`src/hw/rtl/temporal_iir_bandpass_amplifier_unit_macros.svh`:
```
// Assertion helpers for the files that carry checks; only the top-level file includes them.
`ifndef TEMPORAL_IIR_BANDPASS_AMPLIFIER_UNIT_MACROS_SVH
`define TEMPORAL_IIR_BANDPASS_AMPLIFIER_UNIT_MACROS_SVH

// A property that must hold at every clock edge outside reset.
`define TIBA_ASSERT(lbl, clk, rst_n, prop, msg) \
    lbl: assert property (@(posedge clk) disable iff (!rst_n) prop) else $error(msg);

// A condition that must never be seen outside reset.
`define TIBA_ASSERT_NEVER(lbl, clk, rst_n, cond, msg) \
    `TIBA_ASSERT(lbl, clk, rst_n, !(cond), msg)

`endif

```
`src/hw/rtl/tiba_pkg.sv`:
```
package tiba_pkg;

    // Frame geometry.
    localparam int C_FRAME_PIXELS = 16384;
    localparam int C_POS_W        = $clog2(C_FRAME_PIXELS);
    localparam logic [C_POS_W-1:0] C_POS_LAST = C_POS_W'(C_FRAME_PIXELS - 1);

    // Field widths.
    localparam int C_PIX_W   = 24;
    localparam int C_COEF_W  = 16;
    localparam int C_CFG_IDX_W = 2;

    // Register indexes of the configuration port.
    localparam logic [C_CFG_IDX_W-1:0] C_REG_ALPHA_FAST = 2'd0;
    localparam logic [C_CFG_IDX_W-1:0] C_REG_ALPHA_SLOW = 2'd1;
    localparam logic [C_CFG_IDX_W-1:0] C_REG_GAIN       = 2'd2;

    // Reset values of the registers.
    localparam logic [C_COEF_W-1:0] C_ALPHA_FAST_RST = 16'd6554;
    localparam logic [C_COEF_W-1:0] C_ALPHA_SLOW_RST = 16'd655;
    localparam logic [C_COEF_W-1:0] C_GAIN_RST       = 16'd2560;

    // 1.0 in Q0.16, and the saturation limits of the Q16.8 result.
    localparam logic [C_COEF_W:0] C_ALPHA_ONE = 17'h10000;
    localparam logic signed [C_PIX_W-1:0] C_AMP_MAX = 24'sh7FFFFF;
    localparam logic signed [C_PIX_W-1:0] C_AMP_MIN = 24'sh800000;

    // Depth of the queue between front and back.
    localparam int C_Q_DEPTH = 4;
    localparam int C_Q_PTR_W = $clog2(C_Q_DEPTH);

    typedef struct packed {
        logic [C_PIX_W-1:0] pixel;
        logic               frame_end;
    } t_in_item;

    typedef struct packed {
        logic signed [C_PIX_W-1:0] amplified;
        logic                      frame_end_out;
    } t_out_item;

    typedef struct packed {
        logic [C_COEF_W-1:0] alpha_fast;
        logic [C_COEF_W-1:0] alpha_slow;
        logic [C_COEF_W-1:0] gain;
    } t_cfg;

    // One classified pixel on its way from the front to the back.
    typedef struct packed {
        logic [C_PIX_W-1:0] pixel;
        logic               frame_end;
        logic [C_POS_W-1:0] pos;
        logic               first;
    } t_job;

    // Handshake between the queue and the back.
    typedef struct packed {
        logic valid;
        t_job head;
    } t_q_head;

endpackage

```
`src/hw/rtl/tiba_queue.sv`:
```
module tiba_queue (
    input  logic              i_clk,
    input  logic              i_rst_n,
    input  logic              i_push,
    input  tiba_pkg::t_job    i_job,
    output logic              o_full,
    input  logic              i_pop,
    output tiba_pkg::t_q_head o_head
);
    import tiba_pkg::*;

    t_job                 r_mem [C_Q_DEPTH];
    logic [C_Q_PTR_W-1:0] r_wr_ptr;
    logic [C_Q_PTR_W-1:0] r_rd_ptr;
    logic [C_Q_PTR_W:0]   r_count;
    logic                 w_do_pop;

    assign o_full   = (r_count == (C_Q_PTR_W + 1)'(C_Q_DEPTH));
    assign w_do_pop = i_pop && (r_count != '0);

    always_ff @(posedge i_clk) begin
        if (i_push) begin
            r_mem[r_wr_ptr] <= i_job;
        end
    end

    always_ff @(posedge i_clk) begin
        if (!i_rst_n) begin
            r_wr_ptr <= '0;
            r_rd_ptr <= '0;
            r_count  <= '0;
        end else begin
            if (i_push) begin
                r_wr_ptr <= r_wr_ptr + 1'b1;
            end
            if (w_do_pop) begin
                r_rd_ptr <= r_rd_ptr + 1'b1;
            end
            case ({i_push, w_do_pop})
                2'b10:   r_count <= r_count + 1'b1;
                2'b01:   r_count <= r_count - 1'b1;
                default: r_count <= r_count;
            endcase
        end
    end

    assign o_head.valid = (r_count != '0);
    assign o_head.head  = r_mem[r_rd_ptr];

endmodule

```
`config.mk`:
```
export PLATFORM = sky130hd
export DESIGN_NAME = tiba_queue
export DESIGN_NICKNAME = d
export VERILOG_FILES = /design/src/hw/rtl/temporal_iir_bandpass_amplifier_unit_macros.svh /design/src/hw/rtl/tiba_pkg.sv /design/src/hw/rtl/tiba_queue.sv
export SDC_FILE = /design/constraint.sdc
export NUM_CORES = 1
export LEC_CHECK = 0
export ABC_AREA = 1
export BUFFER_PORTS_ARGS = -buffer_cell sky130_fd_sc_hd__buf_4
export CORE_MARGIN = 8
export CORE_UTILIZATION = 25
export CTS_BUF_LIST = sky130_fd_sc_hd__clkbuf_8
export CTS_CLUSTER_SIZE = 14
export DETAILED_ROUTE_END_ITERATION = 6
export GPL_ROUTABILITY_DRIVEN = 0
export MAX_ROUTING_LAYER = met4
export PLACE_DENSITY_LB_ADDON = 0.1
export REMOVE_ABC_BUFFERS = 1
export SLEW_MARGIN = 30
export SYNTH_ARGS = -nofsm -noshare
export SYNTH_HDL_FRONTEND = slang
export SYNTH_SLANG_ARGS = --single-unit
```
`constraint.sdc`:
```
create_clock -name i_clk -period 2.8 [get_ports i_clk]
set_input_delay 0.28 -clock i_clk [delete_from_list [all_inputs] [get_ports i_clk]]
set_output_delay 0.28 -clock i_clk [all_outputs]
set_load 0.005 [all_outputs]
```
### After elaboration in Yosys (flattened, before gate mapping)

Memory sizes are Yosys's and may differ from the RTL's. A register that Yosys moved wholly into a read port is not among the register bits.
Cells that the tools add are included.

| word-level totals | value |
|---|---|
| register bits | 7 |
| bits in writable memories | 160 |
| output and inout port bits | 42 |
| memories kept | 1 |

| operators by class | value |
|---|---|
| $add $sub $neg | 4 |
| eq/ne operators | 3 |
| multiplexer cells | 5 |
| reductions and logical operators | 3 |

Memories:

| memory | depth | width | read ports | clocked after memory_dff | wr ports | line | RTL |
|---|---|---|---|---|---|---|---|
| r_mem | 4 | 40 | 1 | 1 | 1 | tiba_queue.sv:12 | `t_job r_mem [C_Q_DEPTH];` |

Operators with widths:

| cell | count |
|---|---|
| $pmux W3 S2 | 1 |
| $add A2 B1 Y2 const B | 2 |
| $mux W2 | 2 |
| $add A3 B1 Y3 const B | 1 |
| $eq A3 B3 Y1 const B | 1 |
| $reduce_bool A3 Y1 | 1 |
| $sub A3 B1 Y3 const B | 1 |
| $eq A2 B1 Y1 const B | 1 |
| $eq A2 B2 Y1 const B | 1 |
| $mux W1 | 2 |
| $reduce_bool A2 Y1 | 1 |
| $logic_and A1 B1 Y1 | 1 |

### Depth between registers and ports, before layout

| logic depth | value |
|---|---|
| word-level depth | 4 |
| mapped depth | 13 |

### Least setup slack after synthesis

Ideal clock, no wire load.

| timing | value |
|---|---|
| path type | reg2reg |
| start | register r_wr_ptr[0] |
| end | memory r_mem[2][0] (netlist bit) (enable) |
| arrival time | 1.375 ns |
| data required time | 2.405 ns |
| slack | 1.031 ns |
| cell stages (with the launch flop) | 5 |
| cells stage by stage | dfxtp_1 -> inv_1 -> ha_1 -> nand2_1 -> inv_1 |

RTL lines:

| what | line | RTL |
|---|---|---|
| start: declaration | tiba_queue.sv:13 | `logic [C_Q_PTR_W-1:0] r_wr_ptr;` |
| start signal: assignment | tiba_queue.sv:34 | `r_wr_ptr <= r_wr_ptr + 1'b1;` |
| end: declaration | tiba_queue.sv:12 |  |

No word-level cell before the write port.

==> results.sh <==
export IMPL_setup_viol=0
export IMPL_slew_headroom_pct=38.1
export IMPL_slew_viol_final=0
export IMPL_final_cell_mix="160 x edfxtp_1, 94 x buf_4, 86 x nor2_1"
export IMPL_post_synth_top_area_cell="edfxtp_1"
export IMPL_min_path_type="input port to register"
export IMPL_clk_path_buf_depth=2
export IMPL_die_height_um=177
export IMPL_io_pins=86
export IMPL_synthCells=453
export IMPL_ys_seq_area_share_pct=76.5
export IMPL_crit_path_end_kind="output pin"
export IMPL_rsz0062_at_grt="no"
export IMPL_first_pass_iters=4
export IMPL_final_hold_viol_count=0
export IMPL_htreeDepth=4
export IMPL_whs_endpoint="r_mem[2][22]"
export IMPL_vias=3992
export IMPL_nets=631
export IMPL_grt_pass1_vias=4033
export IMPL_fin_crit_sh_pct=83.0
export IMPL_vdd_drop_max_v=0.000244
export IMPL_reg2reg_depth=13
export IMPL_dieArea_mm2=0.0315
export IMPL_tightest_slew_ps=926
export IMPL_remaining_drc_errors=0
export IMPL_rows=59
export IMPL_die_w_um=177
export IMPL_clk_latency_ps=450
export IMPL_start_util_pct=25.2
export IMPL_synth_avg_cell_area_um2=14.4
export IMPL_yosysWarnings=0
export IMPL_synth_area_mm2=0.00652
export IMPL_vias_per_cell=4.30
export IMPL_cp_arrival_ps=2040
export IMPL_path_cells="inv_2, o21ai_1, o22ai_1, buf_4"
export IMPL_yosys_cell_types_count=20
export IMPL_hold_path_depth=1
export IMPL_synth_top_area_share_pct=73.7
export IMPL_grt_pass1_wl_um=23800
export IMPL_fmax_ghz=0.430
export IMPL_cts_root_buffer="clkbuf_8"
export IMPL_critPathKind="register to output pin"
export IMPL_dp_hpwl_um=9150
export IMPL_cap_violations=0
export IMPL_cts_resized=0
export IMPL_wirelength_um=15700
export IMPL_finalPower_mw=5.89
export IMPL_area_growth_pct=25.6
export IMPL_crit_slowest_cell="inv_2"
export IMPL_grt_max_degree=81
export IMPL_grt_use_total_pct=10.5
export IMPL_cts_sinks=169
export IMPL_io_buffer_count=85
export IMPL_critPathRequiredTime_ps=2520
export IMPL_drive_gt1_share_pct=23.1
export IMPL_worstSetupStartpointType="register"
export IMPL_cts_tree="yes"
export IMPL_cp_max_fo=40
export IMPL_ys_top_cells_by_area="edfxtp_1 74%, nor2_1 5.0%, o22ai_1 3.8%"
export IMPL_setup_tns_ps=0
export IMPL_grt_overflow=0
export IMPL_cts_buffers=17
export IMPL_avgRoutedWirePerCell_um=16.9
export IMPL_r2r_slack_ps=980
export IMPL_min_from="i_job[22]"
export IMPL_finalClockSkew_ps=16.5
export IMPL_antenna_found_initial=0
export IMPL_final_util_pct=31.7
export IMPL_hold_ws_ps=53.3
export IMPL_stdcell_count=929
export IMPL_reg2reg_to="r_count[2]"
export IMPL_status="completed"
export IMPL_static_leakage_power_nw=2.89
export IMPL_r2r_start="r_count[1]"
export IMPL_antenna_cells=0
export IMPL_core_area_mm2=0.0258
export IMPL_final_common_cell="edfxtp_1"
export IMPL_power_density_mw_per_mm2=719
export IMPL_cpPeakStageDelay_ps=660
export IMPL_post_cts_buffers=0
export IMPL_ys_seq_elements=169
export IMPL_path_clk_slew_ps=90
export IMPL_fin_crit_ps=2320
export IMPL_detail_route_antenna_nets=0
export IMPL_post_place_cells=858
export IMPL_drtIter0Drc=213
==> layer usage <==
metal	track usage [%]	part of all wire (%)
met2	15.7	46
met3	3.30	4.6
met5	-	0
met4	2.92	0.68
met1	13.5	49
==> worst max-delay path, delay by kind of cell (launching register included) <==
family          cells  cell delay [ps]
flops               1              330
buf+inv             2              830
compound gates      2              420
==> timing repair <==
action,4_1_cts,5_1_grt
setup endpoints to repair,0,0
hold endpoints to repair,130,17
hold buffers,34,5
==> worst max path at each step <==
stage                     cells after the start          to      from
after floorplan                               3   o_head[0]  register
after global placement                        4   o_head[1]  register
after detailed placement                      4  o_head[34]  register
after CTS                                     4  o_head[34]  register
after global routing                          4   o_head[1]  register
final                                         4  o_head[11]  register
==> power breakdown <==
group | total, mW | internal, mW | switching [mW] | leakage (nW)
clock | 1.71 | 0.740 | 0.972 | 0.199
sequential | 2.97 | 2.90 | 0.0759 | 1.54
combinational | 1.20 | 0.521 | 0.683 | 1.15
==> Yosys cell counts, drive strengths merged <==
| cell | number |
|---|---|
| o21ai | 84 |
| fa | 1 |
| o22ai | 40 |
| edfxtp | 160 |
| nand3 | 3 |
| a21oi | 5 |
| nor2 | 86 |
| buf | 25 |
| nor3 | 1 |
| dfxtp | 9 |
| inv | 19 |
| nand2 | 15 |
| ha | 5 |
==> state kept, by name, indices dropped and copies added (netlist names), named ones only <==
name	cells
r_mem	160
r_count	3
r_rd_ptr	2
r_wr_ptr	2
==> final cells by class <==
type	count	area, um^2
fillers	2608	17600
multi-input cells	240	1180
flip-flops and latches	169	4990
clock buffers	17	234
inverters	19	83.8
repair buffers	134	1120
well taps	335	419
clock inverters	15	160
==> logic make-up after synthesis <==
kind of cell             Yosys count  synth area share (%)
flip-flops                       169                  76.5
buffers and inverters             44                  5.37
AND/OR/NAND/NOR                  105                  6.12
AO/OA/AOI/OAI                    129                  10.8
adder cells (fa/ha/maj)            6                  1.27
==> stage by stage <==
| step | worst slack [ps] | instance area (um^2) |
|---|---|---|
| 6_report | 475 | 8190 |
| 5_1_grt | 248 | 8190 |
| 4_1_cts | 348 | 8140 |
| 3_5_place_dp | 873 | 7400 |
| 3_3_place_gp | 880 | 7400 |
| 2_1_floorplan | 400 | 6250 |
Note: power is estimated with default switching activity, not from simulation.
