File: config.mk
export PLATFORM = sky130hd
export DESIGN_NAME = tiba_front
export DESIGN_NICKNAME = d
export VERILOG_FILES = /design/src/hw/rtl/temporal_iir_bandpass_amplifier_unit_macros.svh /design/src/hw/rtl/tiba_pkg.sv /design/src/hw/rtl/tiba_front.sv
export SDC_FILE = /design/constraint.sdc
export NUM_CORES = 1
export LEC_CHECK = 0
export ABC_AREA = 1
export BUFFER_PORTS_ARGS = -buffer_cell sky130_fd_sc_hd__buf_2
export CORE_ASPECT_RATIO = 0.9
export CORE_MARGIN = 2
export CORE_UTILIZATION = 35
export CTS_CLUSTER_SIZE = 28
export DETAILED_ROUTE_END_ITERATION = 6
export PLACE_DENSITY = 0.66
export SLEW_MARGIN = 10
export SYNTH_ARGS = -nofsm -noshare
export SYNTH_HDL_FRONTEND = slang
export SYNTH_SLANG_ARGS = --single-unit
File: constraint.sdc
create_clock -name i_clk -period 1.4 [get_ports i_clk]
set_input_delay 0.28 -clock i_clk [delete_from_list [all_inputs] [get_ports i_clk]]
set_output_delay 0.28 -clock i_clk [all_outputs]
set_load 0.03 [all_outputs]
File: src/hw/rtl/temporal_iir_bandpass_amplifier_unit_macros.svh
// Assertion helpers for the files that carry checks; only the top-level file includes them.
`ifndef TEMPORAL_IIR_BANDPASS_AMPLIFIER_UNIT_MACROS_SVH
`define TEMPORAL_IIR_BANDPASS_AMPLIFIER_UNIT_MACROS_SVH

// A property that must hold at every clock edge outside reset.
`define TIBA_ASSERT(lbl, clk, rst_n, prop, msg) \
    lbl: assert property (@(posedge clk) disable iff (!rst_n) prop) else $error(msg);

// A condition that must never be seen outside reset.
`define TIBA_ASSERT_NEVER(lbl, clk, rst_n, cond, msg) \
    `TIBA_ASSERT(lbl, clk, rst_n, !(cond), msg)

`endif

File: src/hw/rtl/tiba_pkg.sv
package tiba_pkg;

    // Frame geometry.
    localparam int C_FRAME_PIXELS = 16384;
    localparam int C_POS_W        = $clog2(C_FRAME_PIXELS);
    localparam logic [C_POS_W-1:0] C_POS_LAST = C_POS_W'(C_FRAME_PIXELS - 1);

    // Field widths.
    localparam int C_PIX_W   = 24;
    localparam int C_COEF_W  = 16;
    localparam int C_CFG_IDX_W = 2;

    // Register indexes of the configuration port.
    localparam logic [C_CFG_IDX_W-1:0] C_REG_ALPHA_FAST = 2'd0;
    localparam logic [C_CFG_IDX_W-1:0] C_REG_ALPHA_SLOW = 2'd1;
    localparam logic [C_CFG_IDX_W-1:0] C_REG_GAIN       = 2'd2;

    // Reset values of the registers.
    localparam logic [C_COEF_W-1:0] C_ALPHA_FAST_RST = 16'd6554;
    localparam logic [C_COEF_W-1:0] C_ALPHA_SLOW_RST = 16'd655;
    localparam logic [C_COEF_W-1:0] C_GAIN_RST       = 16'd2560;

    // 1.0 in Q0.16, and the saturation limits of the Q16.8 result.
    localparam logic [C_COEF_W:0] C_ALPHA_ONE = 17'h10000;
    localparam logic signed [C_PIX_W-1:0] C_AMP_MAX = 24'sh7FFFFF;
    localparam logic signed [C_PIX_W-1:0] C_AMP_MIN = 24'sh800000;

    // Depth of the queue between front and back.
    localparam int C_Q_DEPTH = 4;
    localparam int C_Q_PTR_W = $clog2(C_Q_DEPTH);

    typedef struct packed {
        logic [C_PIX_W-1:0] pixel;
        logic               frame_end;
    } t_in_item;

    typedef struct packed {
        logic signed [C_PIX_W-1:0] amplified;
        logic                      frame_end_out;
    } t_out_item;

    typedef struct packed {
        logic [C_COEF_W-1:0] alpha_fast;
        logic [C_COEF_W-1:0] alpha_slow;
        logic [C_COEF_W-1:0] gain;
    } t_cfg;

    // One classified pixel on its way from the front to the back.
    typedef struct packed {
        logic [C_PIX_W-1:0] pixel;
        logic               frame_end;
        logic [C_POS_W-1:0] pos;
        logic               first;
    } t_job;

    // Handshake between the queue and the back.
    typedef struct packed {
        logic valid;
        t_job head;
    } t_q_head;

endpackage

File: src/hw/rtl/tiba_front.sv
module tiba_front (
    input  logic              i_clk,
    input  logic              i_rst_n,
    input  logic              i_valid,
    input  tiba_pkg::t_in_item i_item,
    input  logic              i_full,
    output logic              o_push,
    output tiba_pkg::t_job    o_job
);
    import tiba_pkg::*;

    logic               r_first_frame;
    logic [C_POS_W-1:0] r_pos;
    logic               n_first_frame;
    logic [C_POS_W-1:0] n_pos;
    logic               w_accept;

    assign w_accept = i_valid && !i_full;

    always_comb begin
        n_first_frame = r_first_frame;
        n_pos         = r_pos;
        if (w_accept) begin
            if (i_item.frame_end) begin
                n_pos         = '0;
                n_first_frame = 1'b0;
            end else if (r_pos == C_POS_LAST) begin
                n_pos = '0;
            end else begin
                n_pos = r_pos + 1'b1;
            end
        end
    end

    always_ff @(posedge i_clk) begin
        if (!i_rst_n) begin
            r_first_frame <= 1'b1;
            r_pos         <= '0;
        end else begin
            r_first_frame <= n_first_frame;
            r_pos         <= n_pos;
        end
    end

    assign o_push          = w_accept;
    assign o_job.pixel     = i_item.pixel;
    assign o_job.frame_end = i_item.frame_end;
    assign o_job.pos       = r_pos;
    assign o_job.first     = r_first_frame;

endmodule

# Word-level counts from Yosys, hierarchy flattened
# Cells that the tools add are included.
[classes] n_addsub=1 n_mul=0 n_div=0 order_cmp=0 eq_ne=1 shift=0 n_mux=2 bitwise=0 n_reduce_logical=3
[op_table] op="2-to-1 mux 14 bit" count=2
[op_table] op="adder 14 x 1 -> 14 bit (second input constant)" count=1
[op_table] op="== test 14 bit (second input constant)" count=1
[op_table] op="AND reduction 2 bit" count=1
[op_table] op="logical AND 1 bit" count=1
[op_table] op="zero test 1 bit" count=1
[totals] register_bits=15 latchBits=0 ram_bits=0 romBits=0 inputBits=29 wordCells=9 n_memories=0

# Depth between registers and ports, before layout
# Gate-level depths: netlist of the first run.
[logic_depth] depth_word=3 ltp_mapped=9 ltp_nobuf=9

# Least setup slack after synthesis of the first run
# No wires, ideal clock.
[synth_timing] path_kind="register to register" from="register r_pos[1]" to="register r_pos[7]" setup_ns=0.116 arrival_time_ns=1.354 required_time_ns=1.284 setup_slack_ns=-0.069 path_stages_with_launch=9 path_buffers=0 synth_period_minus_slack_ns=1.469 path_cell_list="dfxtp_1 ha_1 nand3_1 nor2_2 nand3_1 nand2_1 nand2_2 nand2_4 nor2_1"
[synth_between] elab_chain_len=3 elab_cells_between_ends=4 cone_classes="1 x add/sub; 1 x eq/ne; 2 x mux"
[synth_rtl] item="start, declared" line_no="tiba_front.sv:13" rtl="logic [C_POS_W-1:0] r_pos;"
[synth_rtl] item="start signal, assigned" line_no="tiba_front.sv:41" rtl="r_pos <= n_pos;"
[synth_rtl] item="adder 14 x 1 -> 14 bit or == test 14 bit (tied branches)" line_no="tiba_front.sv:30, tiba_front.sv:27"
[synth_rtl] item="2-to-1 mux 14 bit (*)" line_no="tiba_front.sv:27" rtl="end else if (r_pos == C_POS_LAST) begin"
[synth_rtl] item="2-to-1 mux 14 bit (*)" line_no="tiba_front.sv:24" rtl="if (i_item.frame_end) begin"
# Mark *: on every way between the ends. The rest lies on a longest branch, timed or not.
# A chain may end at the register's enable or synchronous reset.

# Final worst setup path of the first run
[layout_timing] from="register r_pos[8]" to="output o_job[9] (netlist bit)"
[layout_lines] item="end, declared" line_no="tiba_front.sv:8" rtl="output tiba_pkg::t_job o_job"
# No word-level cell between the ends.

==> results.cfg, run 1 <==
[place]
io_buffers = 21
place.gp.congestion = 0.803
dp_hpwl_um = 1660

[clock_network]
numClockSinks = 15
cts-buffers-inserted = 3
worstSkewPairLatency_ns = 0.28
htreeDepth = 1
path_clk_slew_ns = 0.08
cts_tree = yes
cts_root_buffer = clkbuf_4
cts.path.max_buffers = 2

[setup_path]
worstSetupPathType = flip-flop to output pin
crit_path_start_kind = flip-flop
endpoint_kind = output pin
worst-endpoint-arrival_ns = 1.00
required_ns = 1.12
crit_fanout = 4

[floorplanning]
io_pins = 70
coreArea_um2 = 2790
die_area_um2 = 3430
rows = 18
die_w_um = 61.6
start_util = 0.374
fp.dieH_um = 55.8

[layout]
antenna_cells = 0
utilization = 0.384
layout_commonest_cell = nand2_1
drive_above_1_share = 0.313
final_net_count = 181
mostFrequentLayoutCells = nand2_1 (27), buf_2 (21), nor2_1 (18)
area_delta_synth_final_pct = 2.88
fillCellCount = 313

[logic_synthesis]
ys_seq_elements = 15
synth_cell_types = 23
syn_inst = 148
synth_top_area_cell = dfxtp_1
synthTopCellsByArea = dfxtp_1 (29%), buf_4 (19%), nand2_1 (10%)
synthesis.area_um2 = 1040
syn_area_per_cell_um2 = 7.05
yosysWarnings = 0
synth_top_area_share = 0.288
seq_area_frac_synth = 0.288
syn_nets = 178

[routing]
totalWireLength_um = 2090
drc_errors = 0
drtIter0Drc = 23
detail_route.wl_per_cell_um = 11.0
postRouteAntennaNets = 0
vias_per_cell = 4.60
route.vias.total = 874
first_pass_iters = 4

[timing]
setup_tns_ns = 0
clock_skew_ns = 0.00209
period_share = 0.917
finalMaxSlewViolations = 0
rsz0062_at_grt = false
min_period_ns = 1.28
worst_pin_slew_ns = 0.280
hold_violations = 0
slew-limit-headroom = 0.812
setup_viol = 0
timing.hold.ws_ns = 0.262
fmax_ghz = 0.779

[global_routing]
grt_pass1_wl_um = 3370
grt_max_degree = 11
grt_overflow = 0
grt.total_usage = 0.130
grt_pass1_vias = 762
grt_antenna_before_repair = 0

[worst_hold_path]
hp-class = input pin to flip-flop

[power_and_ir_drop]
power.leakage_nw = 0.447
power_density_nw_per_um2 = 706
ir_drop_uv = 412

[job]
drv_cap = 0

[run_status]
outcome = complete, no violations
==> sequential cells by signal, summed over array words and instances, names as in the netlist <==
| name | flops |
|---|---|
| r_first_frame | 1 |
| r_pos | 14 |
==> final timing paths <==
check	endpoint	start	slack, ns	cells past startpoint
setup reg to reg	r_pos[7]	r_pos[0]	0.13	8
hold reg to reg	r_first_frame	r_first_frame	0.48	2
setup / recovery	o_job[9]	r_pos[8]	0.12	2
hold / removal	r_first_frame	i_rst_n	0.26	2
==> power breakdown <==
part | switching (mW) | total, mW | internal [mW] | leakage, nW
clock network | 0.136 | 0.246 | 0.111 | 0.0150
logic | 0.0542 | 0.0775 | 0.0233 | 0.309
registers | 0.00455 | 0.434 | 0.429 | 0.123
==> worst max-delay path, stage by stage, from the launching register on <==
cell,delay (ns)
dfxtp_1,0.38
buf_4,0.14
buf_2,0.19
==> layer usage <==
metal / vias to the layer above / routed length (µm) / track usage
li1: 444 / - / -
met1: 379 / 942 / 0.178
met2: 33 / 895 / 0.165
met3: 18 / 187 / 0.0535
met4: 0 / 67 / 0.0760
met5: - / 0 / 0
==> cell type report <==
cell class              instances  area, µm²  share of cell area
clock buffers                   4       26.3              0.0245
inverters                      18       70.1              0.0653
multi-input cells              90        499               0.465
flip-flops and latches         15        308               0.287
well taps                      40       50.0              0.0466
repair buffers                 23        120               0.112
==> Yosys cell counts <==
master,number
nand2_4,2
nand3_4,1
nor2_4,3
ha_1,1
mux2i_1,1
inv_4,1
inv_1,16
buf_4,26
a21boi_1,1
nand4_1,4
nor2_2,5
nor2_1,18
o21ai_0,3
o22ai_1,2
inv_2,1
nand2_1,28
nor3_1,1
nand2_2,3
a21oi_1,1
o21bai_1,1
dfxtp_1,15
nand3_1,11
xor2_1,3
==> kinds of logic (layout without fill, tap and decap cells) <==
family	after synthesis	after routing	synth area share
muxes	1	1	0.00959
and+or+nand+nor	76	77	0.366
buffers and inverters	44	45	0.254
DFF	15	15	0.288
AOI/OAI and AO/OA	8	8	0.0456
xor gates and xnor gates	3	3	0.0252
adders and majority gates	1	1	0.0120
==> repair_timing <==
action | CTS | global route
gates resized for setup | 0 | 6
setup buffers | 0 | 0
endpoints found under the setup margin | 0 | 11
hold buffers | 0 | 0
==> per-stage QoR <==
step	total power [mW]	instances	setup WS, ns	instance area (µm²)
3_5_place_dp	0.519	185	0.103	1020
6_report	0.758	190	0.117	1070
5_1_grt	0.804	190	0.0155	1070
4_1_cts	0.772	189	0.0902	1050
2_1_floorplan	0.627	148	0.0789	1050
3_3_place_gp	0.517	185	0.141	1020
Power figures use the tool's default switching activity.
==> inputs of run 2 (changes only) <==
--- a/config.mk
+++ b/config.mk
@@ -10,6 +10,7 @@
 export CORE_ASPECT_RATIO = 0.9
 export CORE_MARGIN = 2
 export CORE_UTILIZATION = 35
+export CTS_BUF_LIST = sky130_fd_sc_hd__clkbuf_8
 export CTS_CLUSTER_SIZE = 28
 export DETAILED_ROUTE_END_ITERATION = 6
 export PLACE_DENSITY = 0.66
==> run 2 against run 1 <==
  * Worst hold slack improved by 0.039 ns
  * Cell count unchanged
  * Critical path depth increased by 6
  * Core utilization increased by 0.58 points
  * Clock skew about the same
  * Fmax increased by 0.42%
  * Global-route usage increased by 0.14 points
  * Wire length increased by 3.0%
  * Register-to-register slack about the same
  * Power increased by 14%
  * Critical path type is now flip-flop to flip-flop
  * Critical endpoint is now r_pos[7]
  * Highest routed layer unchanged
==> results.cfg, run 2 (same netlist as run 1, synthesis figures left out) <==
[setup_path]
worst_r2r_startpoint = r_pos[0]
endpoint_kind = flip-flop
crit_path_cell_trace = ha_2 > nand3_1 > nor2_2 > nand3_1 > nand2_2 > nand2_4 > nand2_4 > nor2_1
crit_path_start_kind = flip-flop
required_ns = 1.54
worstSetupPathDepth = 8
slowest_delay_ns = 0.36
path_buf_inv = 0
worst-endpoint-arrival_ns = 1.42
worstSetupPathType = flip-flop to flip-flop
slowest_stage = dfxtp_2
r2r_cells = 8
crit_fanout = 5
crit_path_start = r_pos[0]
rrSetupSlack_ns = 0.12
path_delay_family = simple AND/OR/NAND/NOR gates

[clock_network]
cts_root_buffer = clkbuf_8
worstSkewPairLatency_ns = 0.25
cts_tree = yes
postCtsResizedCells = 0
path_clk_slew_ns = 0.06
hold_buffers = 0
cts-buffers-inserted = 3
cts.path.max_buffers = 2
cts_setup_buffers = 0
htreeDepth = 1
numClockSinks = 15

[place]
dp_hpwl_um = 1660
io_buffers = 21
place.gp.congestion = 0.803

[floorplanning]
start_util = 0.374
die_area_um2 = 3430
die_w_um = 61.6
rows = 18
io_pins = 70
fp.dieH_um = 55.8
coreArea_um2 = 2790

[routing]
totalWireLength_um = 2150
drc_errors = 0
drtIter0Drc = 18
route.vias.total = 892
postRouteAntennaNets = 0
detail_route.wl_per_cell_um = 11.3
first_pass_iters = 4
vias_per_cell = 4.69

[timing]
finalMaxSlewViolations = 0
rsz0062_at_grt = false
clock_skew_ns = 0.00179
period_share = 0.913
setup_viol = 0
hold_violations = 0
worst_pin_slew_ns = 0.280
setup_tns_ns = 0
min_period_ns = 1.28
fmax_ghz = 0.782
slew-limit-headroom = 0.812
timing.hold.ws_ns = 0.301

[power_and_ir_drop]
ir_drop_uv = 523
total_power_mw = 0.861
power_density_nw_per_um2 = 790
power.leakage_nw = 0.458

[global_routing]
grt_pass1_vias = 773
grt_max_degree = 11
grt_pass1_wl_um = 3420
grt.total_usage = 0.131
grt_antenna_before_repair = 0
grt_overflow = 0

[worst_hold_path]
worstHoldStart = i_rst_n
hp-class = input pin to flip-flop
hold-path-cell-count = 2

[layout]
utilization = 0.390
regMostFlops = r_pos
final_net_count = 181
mostFrequentLayoutCells = nand2_1 (27), buf_2 (21), nor2_1 (18)
drive_above_1_share = 0.313
top_regs = r_pos: 14 flops, r_first_frame: 1 flops
layout_commonest_cell = nand2_1
antenna_cells = 0
largest_reg_flops = 14
area_delta_synth_final_pct = 4.44

[run_status]
outcome = complete, no violations

[job]
drv_cap = 0
-- run 2: cell types whose count changed in the layout (fill, tap and decap cells not counted), sizes merged --
cell | previous run | this run
clkbuf | 4 | 3
inv | 18 | 19
-- run 2: layer usage --
metal,vias to the layer above,track usage,part of all wire
li1,444,-,-
met1,391,0.179,0.45
met2,38,0.168,0.42
met3,19,0.0535,0.098
met4,0,0.0760,0.032
met5,-,0,0
-- run 2: through the flow --
step                setup slack (ns)  std cells  cell area, µm²
floorplan                     0.0789        148            1050
global placement               0.141        185            1020
global route                  0.0147        190            1090
finish                         0.122        190            1090
detailed placement             0.103        185            1020
CTS                           0.0941        189            1070
-- run 2: final cells by class --
class / instances / area [µm²]
clock buffers: 3 / 41.3
clock inverters: 1 / 3.75
fillers: 313 / 1700
inverters: 18 / 70.1
multi-input cells: 90 / 499
flip-flops and latches: 15 / 305
well taps: 40 / 50.0
repair buffers: 23 / 120
-- run 2: path summary, 6_finish.rpt --
kind                                       to
worst max-delay path                 r_pos[7]
worst min-delay path            r_first_frame
worst max register to register       r_pos[7]
worst min register to register  r_first_frame
-- run 2: where the power goes --
part / internal (mW) / switching [mW] / total (mW)
combinational: 0.0233 / 0.0548 / 0.0781
sequential: 0.431 / 0.00456 / 0.435
clock: 0.194 / 0.153 / 0.347
total: 0.648 / 0.212 / 0.861
